### src/sv/bb3_pkg.sv
// Shared constants and types of the 3x3 RGB box blur.
package bb3_pkg;

    localparam int MAX_WIDTH    = 1024;
    localparam int COL_W        = $clog2(MAX_WIDTH);
    localparam int WID_W        = COL_W + 1;
    localparam int HEIGHT_LIMIT = 4096;

    localparam int FW_W   = 11;
    localparam int FH_W   = 13;
    localparam int ROW_W  = 13;
    localparam int OROW_W = 12;

    localparam logic [FW_W-1:0] FW_RESET = FW_W'(640);
    localparam logic [FH_W-1:0] FH_RESET = FH_W'(480);

    localparam int CFG_IDX_W  = 1;
    localparam int CFG_DATA_W = 13;

    localparam int CH_W  = 8;
    localparam int PIX_W = 3 * CH_W;
    localparam int SUM_W = 12;

    localparam int QUEUE_DEPTH = 2;
    localparam int QPTR_W      = $clog2(QUEUE_DEPTH);
    localparam int QCNT_W      = $clog2(QUEUE_DEPTH + 1);

    typedef enum logic [CFG_IDX_W-1:0] {
        REG_FRAME_WIDTH  = 1'b0,
        REG_FRAME_HEIGHT = 1'b1
    } t_reg_idx;

    typedef enum logic [1:0] {
        DIV_4 = 2'd0,
        DIV_6 = 2'd1,
        DIV_9 = 2'd2
    } t_div;

    // One classified item handed from the front to the back
    typedef struct packed {
        logic [PIX_W-1:0] pix;
        logic [COL_W-1:0] col;
        logic             emit;
        logic             top;
        logic             bottom;
        logic             left;
        logic             right;
        logic             last;
    } t_cmd;

endpackage

### src/sv/bb3_queue.sv
// Short command queue decoupling the front end from the back end.
module bb3_queue (
    input  logic          i_clk,
    input  logic          i_rst_n,
    input  logic          i_push,
    input  bb3_pkg::t_cmd i_cmd,
    output logic          o_full,
    input  logic          i_pop,
    output logic          o_valid,
    output bb3_pkg::t_cmd o_cmd
);
    import bb3_pkg::*;

    t_cmd              r_entry [QUEUE_DEPTH];
    logic [QPTR_W-1:0] r_wr_ptr;
    logic [QPTR_W-1:0] r_rd_ptr;
    logic [QCNT_W-1:0] r_count, n_count;
    logic              do_push;
    logic              do_pop;

    function automatic logic [QPTR_W-1:0] ptr_next(input logic [QPTR_W-1:0] p);
        return (p == QPTR_W'(QUEUE_DEPTH - 1)) ? '0 : p + QPTR_W'(1);
    endfunction

    assign o_full  = r_count == QCNT_W'(QUEUE_DEPTH);
    assign o_valid = r_count != '0;
    assign o_cmd   = r_entry[r_rd_ptr];
    assign do_push = i_push && !o_full;
    assign do_pop  = i_pop && o_valid;

    always_comb begin
        n_count = r_count;
        if (do_push && !do_pop) begin
            n_count = r_count + QCNT_W'(1);
        end else if (do_pop && !do_push) begin
            n_count = r_count - QCNT_W'(1);
        end
    end

    always_ff @(posedge i_clk) begin
        if (do_push) begin
            r_entry[r_wr_ptr] <= i_cmd;
        end
    end

    always_ff @(posedge i_clk) begin
        if (!i_rst_n) begin
            r_wr_ptr <= '0;
            r_rd_ptr <= '0;
            r_count  <= '0;
        end else begin
            if (do_push) begin
                r_wr_ptr <= ptr_next(r_wr_ptr);
            end
            if (do_pop) begin
                r_rd_ptr <= ptr_next(r_rd_ptr);
            end
            r_count <= n_count;
        end
    end

endmodule

### config.mk
export PLATFORM = sky130hd
export DESIGN_NAME = bb3_queue
export DESIGN_NICKNAME = d
export VERILOG_FILES = /design/src/sv/bb3_pkg.sv /design/src/sv/bb3_queue.sv
export SDC_FILE = /design/constraint.sdc
export NUM_CORES = 1
export LEC_CHECK = 0
export BUFFER_PORTS_ARGS = -buffer_cell sky130_fd_sc_hd__buf_2
export CAP_MARGIN = 20
export CORE_MARGIN = 2
export CORE_UTILIZATION = 50
export CTS_BUF_LIST = sky130_fd_sc_hd__clkbuf_4
export DETAILED_ROUTE_END_ITERATION = 6
export GPL_ROUTABILITY_DRIVEN = 0
export MAX_ROUTING_LAYER = met4
export PLACE_DENSITY = 0.85
export REMOVE_ABC_BUFFERS = 1
export SKIP_CTS_REPAIR_TIMING = 1
export SLEW_MARGIN = 20
export SYNTH_ARGS = -nofsm -noshare
export SYNTH_HDL_FRONTEND = slang
export SYNTH_SLANG_ARGS = --single-unit
### constraint.sdc
create_clock -name i_clk -period 3.1 [get_ports i_clk]
set_clock_uncertainty 0.2 [all_clocks]
set_input_delay 0 -clock i_clk [delete_from_list [all_inputs] [get_ports i_clk]]
set_output_delay 0 -clock i_clk [all_outputs]
set_load 0.005 [all_outputs]
==> results.cfg <==
[critical_path]
critPathTopFamily = flip-flops
critPathCaptureType = output port
cp_num_buf_inv = 1
path_class = reg -> out
path_cells = mux2_2 -> buf_2
critical-path-slowest-cell = dfxtp_2
startpoint_type = flip-flop
cp.arrival_ns = 1.94
max_stage_delay_ns = 0.96
worstPathRequired_ns = 2.90
cp_max_fo = 40

[status]
outcome = completed

[placement]
dp.cells = 307
dp_hpwl_mm = 3.130
io_buffers = 85
dpl_worst_slack_ns = 1.079

[yosys]
synth_ff_type = edfxtp_1
synth_top_family_by_area = multiplexers
yosysMostFrequentCell = edfxtp_1
async_reset_ff_share_pct = 0
ys_top_cells_by_count = edfxtp_1, mux2_2, dfxtp_1
synth_top_cell_area_share_pct = 77.26
synth_compound_area_share_pct = 1.046
synthXorXnorAreaFrac_pct = 0.8451
synthCells = 149
synth_edf_count = 80
synth_top_area_cell = edfxtp_1
ys_ff_latch = 85
post_synth_num_cell_types = 21
ys_seq_area_share_pct = 80.48
netlist_area_um2 = 3109
synth-simple-area-share_pct = 1.851
yosys.area_share.adder_pct = 0.4024
synth.area.top_cells = edfxtp_1, mux2_2, dfxtp_1
synthMuxAreaShare_pct = 14.49
yosysWarningCount = 0
syn_area_per_cell_um2 = 20.87

[drt]
drcViolationCount = 0
routedWlPerCell_um = 14.85
antenna_left = 0
vias = 1762
drtIter0Drc = 56
routed_wirelength_mm = 5.451
post_drt_via_cell_ratio = 4.801
drt-pass1-iter-count = 4

[floorplan]
boundaryPins = 86
dieHeight_um = 82.86
die-area_um2 = 6865
placementRows = 28
core-area_um2 = 5956
fp.dieW_um = 82.86
start_util_pct = 52.21

[flow_run]
maxCapViolations = 0

[global_route]
antenna_found_initial = 0
grt_max_degree = 41
grt_pass1_wl_mm = 7.417
grt_overflow = 0
grtUsageTotal_pct = 14.49
grt_pass1_vias = 1580

[min_path]
hp-class = in -> reg

[layout]
utilization_pct = 70.36
multi_input_comb_area_um2 = 586.8
area_delta_synth_final_pct = 34.77
finalNonFillerCells = 367
regArea_um2 = 2504
nNetsFinal = 332
drive_gt1_share_pct = 50.34
diodes = 0
fillers = 384

[clock_tree]
cts_buffer_depth = 2
cts_sinks = 85
clk_latency_ns = 0.41
htree_levels = 3
cts_tree = built
cts_made_buffers = 9
cts-root-buf = clkbuf_4
clkTransAtPathRegs_ns = 0.13

[sta]
rsz0062_at_grt = no
tns_ns = 0
finalCritPeriodShare_pct = 69.10
hold_viol = 0
worstMarginPinSlew_ns = 0.9323
period_needed_ns = 2.142
maxSlewViolCount = 0
setup_viol = 0
fmax_mhz = 466.8
relSlewSlack_pct = 37.85
layout_setup_ws_ns = 0.9579

[pwr]
power_density_nw_per_um2 = 668.6
ir_worst_vdd_mv = 0.5154
p_leak_nw = 1.591
[logic make-up after synthesis]
family / Yosys count
buffers and inverters: 6
muxes: 40
xor gates and xnor gates: 3
adders and majority gates: 1
DFF: 85
AOI/OAI and AO/OA: 5
and+or+nand+nor: 9
[power breakdown]
group | total [mW] | switching, mW | internal, mW
Sequential | 1.56 | 0.113 | 1.44
Clock | 0.541 | 0.375 | 0.166
Combinational | 0.705 | 0.288 | 0.416
[cell usage in the layout, fill, tap and decap left out, types with 2 or more instances in the layout]
| master | instances |
|---|---|
| buf_2 | 85 |
| edfxtp_1 | 80 |
| dlygate4sd3_1 | 44 |
| mux2_2 | 40 |
| clkbuf_4 | 9 |
| dfxtp_1 | 4 |
| and2_1 | 3 |
| xnor2_1 | 2 |
| clkinvlp_4 | 2 |
| clkinv_4 | 2 |
| buf_4 | 2 |
[metal layers]
metal	vias up	share of wire [%]	global-route usage [%]
met5	-	0	-
met1	840	42	18.25
li1	856	-	-
met2	60	52	22.07
met4	0	0.94	5.365
met3	6	5.3	4.871
[sequential cells by signal (all words and copies together), names as in the netlist, named ones only]
register,flops
r_count,2
r_entry,80
r_rd_ptr,1
r_wr_ptr,1
[area by class of cell]
cell class | count | share of cell area (%)
Sequential cell | 85 | 59.75
Timing Repair Buffer | 131 | 21.02
Multi-Input combinational cell | 58 | 14.00
Tap cell | 75 | 2.239
Clock buffer | 9 | 1.612
Clock inverter | 7 | 1.194
Inverter | 2 | 0.1792
[final timing paths]
path	start	to	slack (ns)	depth (start not counted)
setup / recovery	flip-flop	o_cmd[3]	0.96	2
hold / removal	i_cmd[19]	r_entry[1][19]$_DFFE_PP_	0.10	2
setup reg to reg	r_count[0]$_SDFFE_PN0P_	r_entry[1][37]$_DFFE_PP_	1.07	2
hold reg to reg	r_count[1]$_SDFFE_PN0P_	r_count[1]$_SDFFE_PN0P_	0.34	2
[through the flow]
| stage | total power [mW] | area (um2) | hold slack [ns] |
|---|---|---|---|
| after floorplan | 1.945 | 3089 | -0.1011 |
| after global placement | 2.223 | 3632 | -0.01103 |
| after detailed placement | 2.239 | 3632 | -0.008801 |
| after CTS | 2.778 | 3750 | -0.4717 |
| after global routing | 2.953 | 4190 | 0.06514 |
| final | 2.802 | 4190 | 0.1025 |
Power figures use the tool's default switching activity.
