[config.mk]
export PLATFORM = sky130hd
export DESIGN_NAME = bb3_front_flat
export DESIGN_NICKNAME = d
export VERILOG_FILES = /design/src/sv/bb3_pkg.sv /design/src/sv/bb3_if.sv /design/src/sv/bb3_front.sv /design/src/flat_wrapper.sv
export SDC_FILE = /design/constraint.sdc
export NUM_CORES = 1
export LEC_CHECK = 0
export BUFFER_PORTS_ARGS = -buffer_cell sky130_fd_sc_hd__buf_2
export CORE_AREA = 2 2 108 110
export DETAILED_ROUTE_END_ITERATION = 8
export DIE_AREA = 0 0 110 112
export PLACE_DENSITY = 0.76
export SLEW_MARGIN = 20
export SYNTH_ARGS = -nofsm -noshare
export SYNTH_HDL_FRONTEND = slang
export SYNTH_SLANG_ARGS = --single-unit
[constraint.sdc]
create_clock -name i_clk -period 5.4 [get_ports i_clk]
set_input_delay 1.62 -clock i_clk [delete_from_list [all_inputs] [get_ports i_clk]]
set_output_delay 1.62 -clock i_clk [all_outputs]
set_load 0.1 [all_outputs]
[src/sv/bb3_pkg.sv]
// Shared constants and types of the 3x3 RGB box blur.
package bb3_pkg;

    localparam int MAX_WIDTH    = 1024;
    localparam int COL_W        = $clog2(MAX_WIDTH);
    localparam int WID_W        = COL_W + 1;
    localparam int HEIGHT_LIMIT = 4096;

    localparam int FW_W   = 11;
    localparam int FH_W   = 13;
    localparam int ROW_W  = 13;
    localparam int OROW_W = 12;

    localparam logic [FW_W-1:0] FW_RESET = FW_W'(640);
    localparam logic [FH_W-1:0] FH_RESET = FH_W'(480);

    localparam int CFG_IDX_W  = 1;
    localparam int CFG_DATA_W = 13;

    localparam int CH_W  = 8;
    localparam int PIX_W = 3 * CH_W;
    localparam int SUM_W = 12;

    localparam int QUEUE_DEPTH = 2;
    localparam int QPTR_W      = $clog2(QUEUE_DEPTH);
    localparam int QCNT_W      = $clog2(QUEUE_DEPTH + 1);

    typedef enum logic [CFG_IDX_W-1:0] {
        REG_FRAME_WIDTH  = 1'b0,
        REG_FRAME_HEIGHT = 1'b1
    } t_reg_idx;

    typedef enum logic [1:0] {
        DIV_4 = 2'd0,
        DIV_6 = 2'd1,
        DIV_9 = 2'd2
    } t_div;

    // One classified item handed from the front to the back
    typedef struct packed {
        logic [PIX_W-1:0] pix;
        logic [COL_W-1:0] col;
        logic             emit;
        logic             top;
        logic             bottom;
        logic             left;
        logic             right;
        logic             last;
    } t_cmd;

endpackage

[src/sv/bb3_if.sv]
// Stream and configuration channel interfaces of the 3x3 RGB box blur.
interface bb3_pix_if;
    logic       valid;
    logic       ready;
    logic       operation;
    logic [7:0] red_in;
    logic [7:0] green_in;
    logic [7:0] blue_in;

    modport source (output valid, operation, red_in, green_in, blue_in, input ready);
    modport sink   (input valid, operation, red_in, green_in, blue_in, output ready);
endinterface


interface bb3_cfg_if;
    logic        valid;
    logic        ready;
    logic [0:0]  index;
    logic [12:0] data;

    modport source (output valid, index, data, input ready);
    modport sink   (input valid, index, data, output ready);
endinterface

[src/sv/bb3_front.sv]
// Front end: configuration registers, position counters and item classification.
module bb3_front (
    input  logic          i_clk,
    input  logic          i_rst_n,
    bb3_pix_if.sink       i_pix,
    bb3_cfg_if.sink       i_cfg,
    input  logic          i_q_full,
    output logic          o_push,
    output bb3_pkg::t_cmd o_cmd
);
    import bb3_pkg::*;

    logic [FW_W-1:0]   r_frame_width;
    logic [FH_W-1:0]   r_frame_height;
    logic [COL_W-1:0]  r_in_col,  n_in_col;
    logic [ROW_W-1:0]  r_in_row,  n_in_row;
    logic [COL_W-1:0]  r_out_col, n_out_col;
    logic [OROW_W-1:0] r_out_row, n_out_row;

    logic [WID_W-1:0] w_eff;
    logic [FH_W-1:0]  h_eff;
    logic [WID_W-1:0] col_inc;
    logic [WID_W-1:0] out_col_inc;
    logic [FH_W-1:0]  out_row_inc;
    logic             col_wrap;
    logic             expecting;
    logic             accept;
    logic             drop;
    logic             emit;
    logic             top;
    logic             bottom;
    logic             left;
    logic             right;
    logic             last;

    assign i_cfg.ready = 1'b1;

    always_ff @(posedge i_clk) begin
        if (!i_rst_n) begin
            r_frame_width  <= FW_RESET;
            r_frame_height <= FH_RESET;
        end else if (i_cfg.valid) begin
            case (t_reg_idx'(i_cfg.index))
                REG_FRAME_WIDTH:  r_frame_width  <= i_cfg.data[FW_W-1:0];
                REG_FRAME_HEIGHT: r_frame_height <= i_cfg.data[FH_W-1:0];
                default: ;
            endcase
        end
    end

    // Sizes clamped to the supported range
    always_comb begin
        if (r_frame_width < FW_W'(2)) begin
            w_eff = WID_W'(2);
        end else if (int'(r_frame_width) > MAX_WIDTH) begin
            w_eff = WID_W'(MAX_WIDTH);
        end else begin
            w_eff = WID_W'(r_frame_width);
        end
        if (r_frame_height < FH_W'(2)) begin
            h_eff = FH_W'(2);
        end else if (int'(r_frame_height) > HEIGHT_LIMIT) begin
            h_eff = FH_W'(HEIGHT_LIMIT);
        end else begin
            h_eff = r_frame_height;
        end
    end

    assign accept      = i_pix.valid && i_pix.ready;
    assign i_pix.ready = !i_q_full;

    assign col_inc     = {1'b0, r_in_col} + WID_W'(1);
    assign col_wrap    = col_inc >= w_eff;
    assign expecting   = r_in_row < h_eff;
    assign drop        = expecting && i_pix.operation;
    assign emit        = (r_in_row > ROW_W'(1)) || ((r_in_row == ROW_W'(1)) && (r_in_col != '0));

    assign out_col_inc = {1'b0, r_out_col} + WID_W'(1);
    assign out_row_inc = {1'b0, r_out_row} + FH_W'(1);
    assign top         = r_out_row == '0;
    assign bottom      = out_row_inc >= h_eff;
    assign left        = r_out_col == '0;
    assign right       = out_col_inc >= w_eff;
    assign last        = bottom && right;

    assign o_push = accept && !drop;

    always_comb begin
        o_cmd.pix    = expecting ? {i_pix.red_in, i_pix.green_in, i_pix.blue_in} : '0;
        o_cmd.col    = r_in_col;
        o_cmd.emit   = emit;
        o_cmd.top    = top;
        o_cmd.bottom = bottom;
        o_cmd.left   = left;
        o_cmd.right  = right;
        o_cmd.last   = last;
    end

    always_comb begin
        n_in_col  = r_in_col;
        n_in_row  = r_in_row;
        n_out_col = r_out_col;
        n_out_row = r_out_row;
        if (o_push) begin
            if (col_wrap) begin
                n_in_col = '0;
                n_in_row = r_in_row + ROW_W'(1);
            end else begin
                n_in_col = col_inc[COL_W-1:0];
            end
            if (emit) begin
                if (last) begin
                    n_in_col  = '0;
                    n_in_row  = '0;
                    n_out_col = '0;
                    n_out_row = '0;
                end else if (right) begin
                    n_out_col = '0;
                    n_out_row = r_out_row + OROW_W'(1);
                end else begin
                    n_out_col = out_col_inc[COL_W-1:0];
                end
            end
        end
    end

    always_ff @(posedge i_clk) begin
        if (!i_rst_n) begin
            r_in_col  <= '0;
            r_in_row  <= '0;
            r_out_col <= '0;
            r_out_row <= '0;
        end else begin
            r_in_col  <= n_in_col;
            r_in_row  <= n_in_row;
            r_out_col <= n_out_col;
            r_out_row <= n_out_row;
        end
    end

endmodule

[src/flat_wrapper.sv]
// flat-port wrapper written by rule: the top's interface ports become plain ports
module bb3_front_flat import bb3_pkg::*;
  (i_clk, i_rst_n, i_q_full, o_push, o_cmd, i_pix_valid, i_pix_operation, i_pix_red_in, i_pix_green_in, i_pix_blue_in, i_pix_ready, i_cfg_valid, i_cfg_index, i_cfg_data, i_cfg_ready);
  bb3_pix_if i_pix_i ();
  bb3_cfg_if i_cfg_i ();
  input  logic i_clk;
  input  logic i_rst_n;
  input  logic i_q_full;
  output logic o_push;
  output bb3_pkg::t_cmd o_cmd;
  input wire logic [$bits(i_pix_i.valid)-1:0] i_pix_valid;
  input wire logic [$bits(i_pix_i.operation)-1:0] i_pix_operation;
  input wire logic [$bits(i_pix_i.red_in)-1:0] i_pix_red_in;
  input wire logic [$bits(i_pix_i.green_in)-1:0] i_pix_green_in;
  input wire logic [$bits(i_pix_i.blue_in)-1:0] i_pix_blue_in;
  output wire logic [$bits(i_pix_i.ready)-1:0] i_pix_ready;
  input wire logic [$bits(i_cfg_i.valid)-1:0] i_cfg_valid;
  input wire logic [$bits(i_cfg_i.index)-1:0] i_cfg_index;
  input wire logic [$bits(i_cfg_i.data)-1:0] i_cfg_data;
  output wire logic [$bits(i_cfg_i.ready)-1:0] i_cfg_ready;
  assign i_pix_i.valid = i_pix_valid;
  assign i_pix_i.operation = i_pix_operation;
  assign i_pix_i.red_in = i_pix_red_in;
  assign i_pix_i.green_in = i_pix_green_in;
  assign i_pix_i.blue_in = i_pix_blue_in;
  assign i_pix_ready = i_pix_i.ready;
  assign i_cfg_i.valid = i_cfg_valid;
  assign i_cfg_i.index = i_cfg_index;
  assign i_cfg_i.data = i_cfg_data;
  assign i_cfg_ready = i_cfg_i.ready;
  bb3_front u_core (.i_clk(i_clk), .i_rst_n(i_rst_n), .i_pix(i_pix_i), .i_cfg(i_cfg_i), .i_q_full(i_q_full), .o_push(o_push), .o_cmd(o_cmd));
endmodule
==> metrics.cfg <==
[worst_setup_path]
path_class=reg -> out
cp-startpoint=u_core.r_out_row[0]
worst_ep_arrival_time_ns=3.55
critical_path_required_ns=3.78
r2r-start=u_core.r_out_col[0]
max_stage_delay_ns=0.40
slowest_stage=dfxtp_1
cp-end-kind=output port
cp-start-kind=register
reg2reg_depth=14
worstPathCellList=ha_2 -> nand3_1 -> nor2_4 -> and3_1 -> nand3_1 -> xnor2_1 -> ha_1 -> a21oi_1 -> o21ai_0 -> a21oi_1 -> o31a_1 -> clkinv_1 -> nand2_1 -> inv_1 -> clkbuf_4
path_max_fanout=5
r2r_slack_ns=1.58
r2r_end=u_core.r_out_row[6]

[timing]
fmaxAchievable_mhz=193
skew_ns=0.00483
whs_ns=0.474
report.final.hold_viol_count=0
drv_slew=0
finalCritPeriodShare_pct=95.8
finalSetupViolCount=0
fin_crit_ns=5.17
slew_headroom_pct=42.3
rsz0062_at_grt=yes
worst_pin_slew_ns=0.860
finalWorstSetupSlack_ns=0.228

[flow_run]
maxCapViolations=0

[place]
gp_congestion=0.907
placed_cells=839
hpwl_um=10100
pre_cts_ws_ns=0.485
io_buffers=85

[logic_synthesis]
syn_area_mm2=0.00494
ys_ff_latch=69
syn_nets=735
synth_ff_type=dfxtp_1
yosysWarningCount=0
synth_edf_count=0
synth_cells=636
yosysMostFrequentCell=nand2_1
yosysTopAreaCell=dfxtp_1
ys_types=64
synthArstFlopShare_pct=0
synth_area_leaders=dfxtp_1, ha_1, nand2_1
synth_common_cells=nand2_1, dfxtp_1, ha_1, a21oi_1, nand3_1
synth_seq_area_share_pct=28.0
synth_top_cell_area_share_pct=28.0
synth.avg_cell_area_um2=7.76

[routing]
wl_per_cell_um=15.3
via_count=4905
drtIter0Drc=369
vias_per_cell=5.73
ant_nets=0
drtPass1Iterations=5
drcViolationCount=0
wirelength_um=13100

[clocking]
cts-htree-levels=3
hold_buffers=0
clk_pin_slew_ns=0.05
clk_path_buf_depth=2
root_buffer=clkbuf_16
cts.sink_count=69
cts_tree=built
clkLatencyLatePin_ns=0.34
cts_inserted_buffers=9

[global_route]
grt.total_usage_pct=21.8
grt_max_degree=35
grt_pass1_wl_um=21500
grt_overflow=0
antenna_found_initial=0
grt_pass1_vias=4567

[power]
peakVddDrop_uv=160
p_leak_nw=2.52
total_power_w=0.00137
power_density_mw_per_mm2=238

[floorplanning]
ios=87
start_util_pct=44.2
die_w_um=110
core_mm2=0.0112
die_h_um=112
num_rows=39
dieArea_mm2=0.0123

[final_layout]
fillers=1077
nNetsFinal=808
instances_no_fill=856
diodes=0
drive_above_1_share_pct=17.0
area_growth_pct=16.9

[min_path]
hold_path_end=u_core.r_frame_height[9]
hold_path_depth=2
hold_start=u_core.r_frame_height[9]
hold_class=reg -> reg

[status]
status=finished clean

## flip-flops by register name (all words and copies together), names as in the netlist
register,cells
u_core.r_frame_width,11
u_core.r_frame_height,13
u_core.r_in_row,13
u_core.r_in_col,10
u_core.r_out_row,12
u_core.r_out_col,10
## where the power goes
| group | internal [W] | switching (W) |
|---|---|---|
| logic | 0.0000546 | 0.000163 |
| registers | 0.000519 | 0.00000983 |
| clock network | 0.000413 | 0.000213 |
## worst max-delay path by stage
| stage | to | slack, ns | cells past startpoint |
|---|---|---|---|
| finish | o_cmd[0] | 0.23 | 15 |
| global route | o_cmd[0] | -0.02 | 15 |
| CTS | o_cmd[0] | 0.11 | 15 |
| detailed placement | o_cmd[0] | 0.49 | 15 |
| global placement | o_cmd[0] | 0.63 | 15 |
| floorplan | o_cmd[0] | 0.75 | 15 |
## layout by cell type (no fill, tap or decap), types with 11 or more instances in the layout
cell type,instances
nand3_1,33
xor2_1,15
a21oi_1,50
inv_1,24
xnor2_1,12
and3_1,16
nor2_1,23
buf_4,11
ha_1,54
nand2_1,114
dfxtp_1,69
o21ai_0,25
nand4_1,13
buf_2,84
and2_1,28
## critical path, delay by kind of cell (launching register included)
family                   cells  cell delay [ns]
AO/OA/AOI/OAI                4             0.59
XOR/XNOR                     1             0.18
adder cells (fa/ha/maj)      2             0.53
buffers and inverters        3             0.49
flip-flops                   1             0.40
AND/OR/NAND/NOR              5             0.99
## final cells by class
cell class	count	area [um2]	share of cell area, %
clock buffers	11	243	4.21
clock inverters	4	72.6	1.26
inverters	25	93.8	1.63
multi-input cells	508	3290	57.0
flip-flops and latches	69	1380	23.9
well taps	143	179	3.10
repair buffers	96	510	8.84
## kinds of logic (layout without fill, tap and decap cells)
family | after synthesis | after routing | synth area share [%]
AND/OR/NAND/NOR | 282 | 282 | 28.5
adder cells (fa/ha/maj) | 55 | 55 | 13.9
AO/OA/AOI/OAI | 142 | 142 | 18.9
other | 1 | 1 | 0.0760
multiplexers | 1 | 1 | 0.203
flip-flops | 69 | 69 | 28.0
XOR/XNOR | 27 | 27 | 4.79
buffers and inverters | 59 | 136 | 5.58
## stage by stage
step                      utilization (%)  TNS [ns]  cell area, um2
after CTS                            51.4         0            5740
after floorplan                         -         0            4940
after detailed placement             48.6         0            5430
after global routing                 51.7   -0.0198            5770
after global placement               48.6         0            5430
final                                51.7         0            5770
## metal layers
metal  up-vias  wire (um)  part of all wire [%]  global-route usage, %
li1       2423          -                     -                      -
met5         -          0                     0                      0
met4         0        201                   1.5                   7.00
met2       138       6300                    48                   35.5
met1      2327       5910                    45                   29.7
met3        17        645                   4.9                   2.75
## what timing repair did
action / 4_1_cts / 5_1_grt
buffers inserted: 0 / 2
endpoints found under the setup margin: 0 / 25
resized for setup: 0 / 5
(Power assumes the default switching activity.)
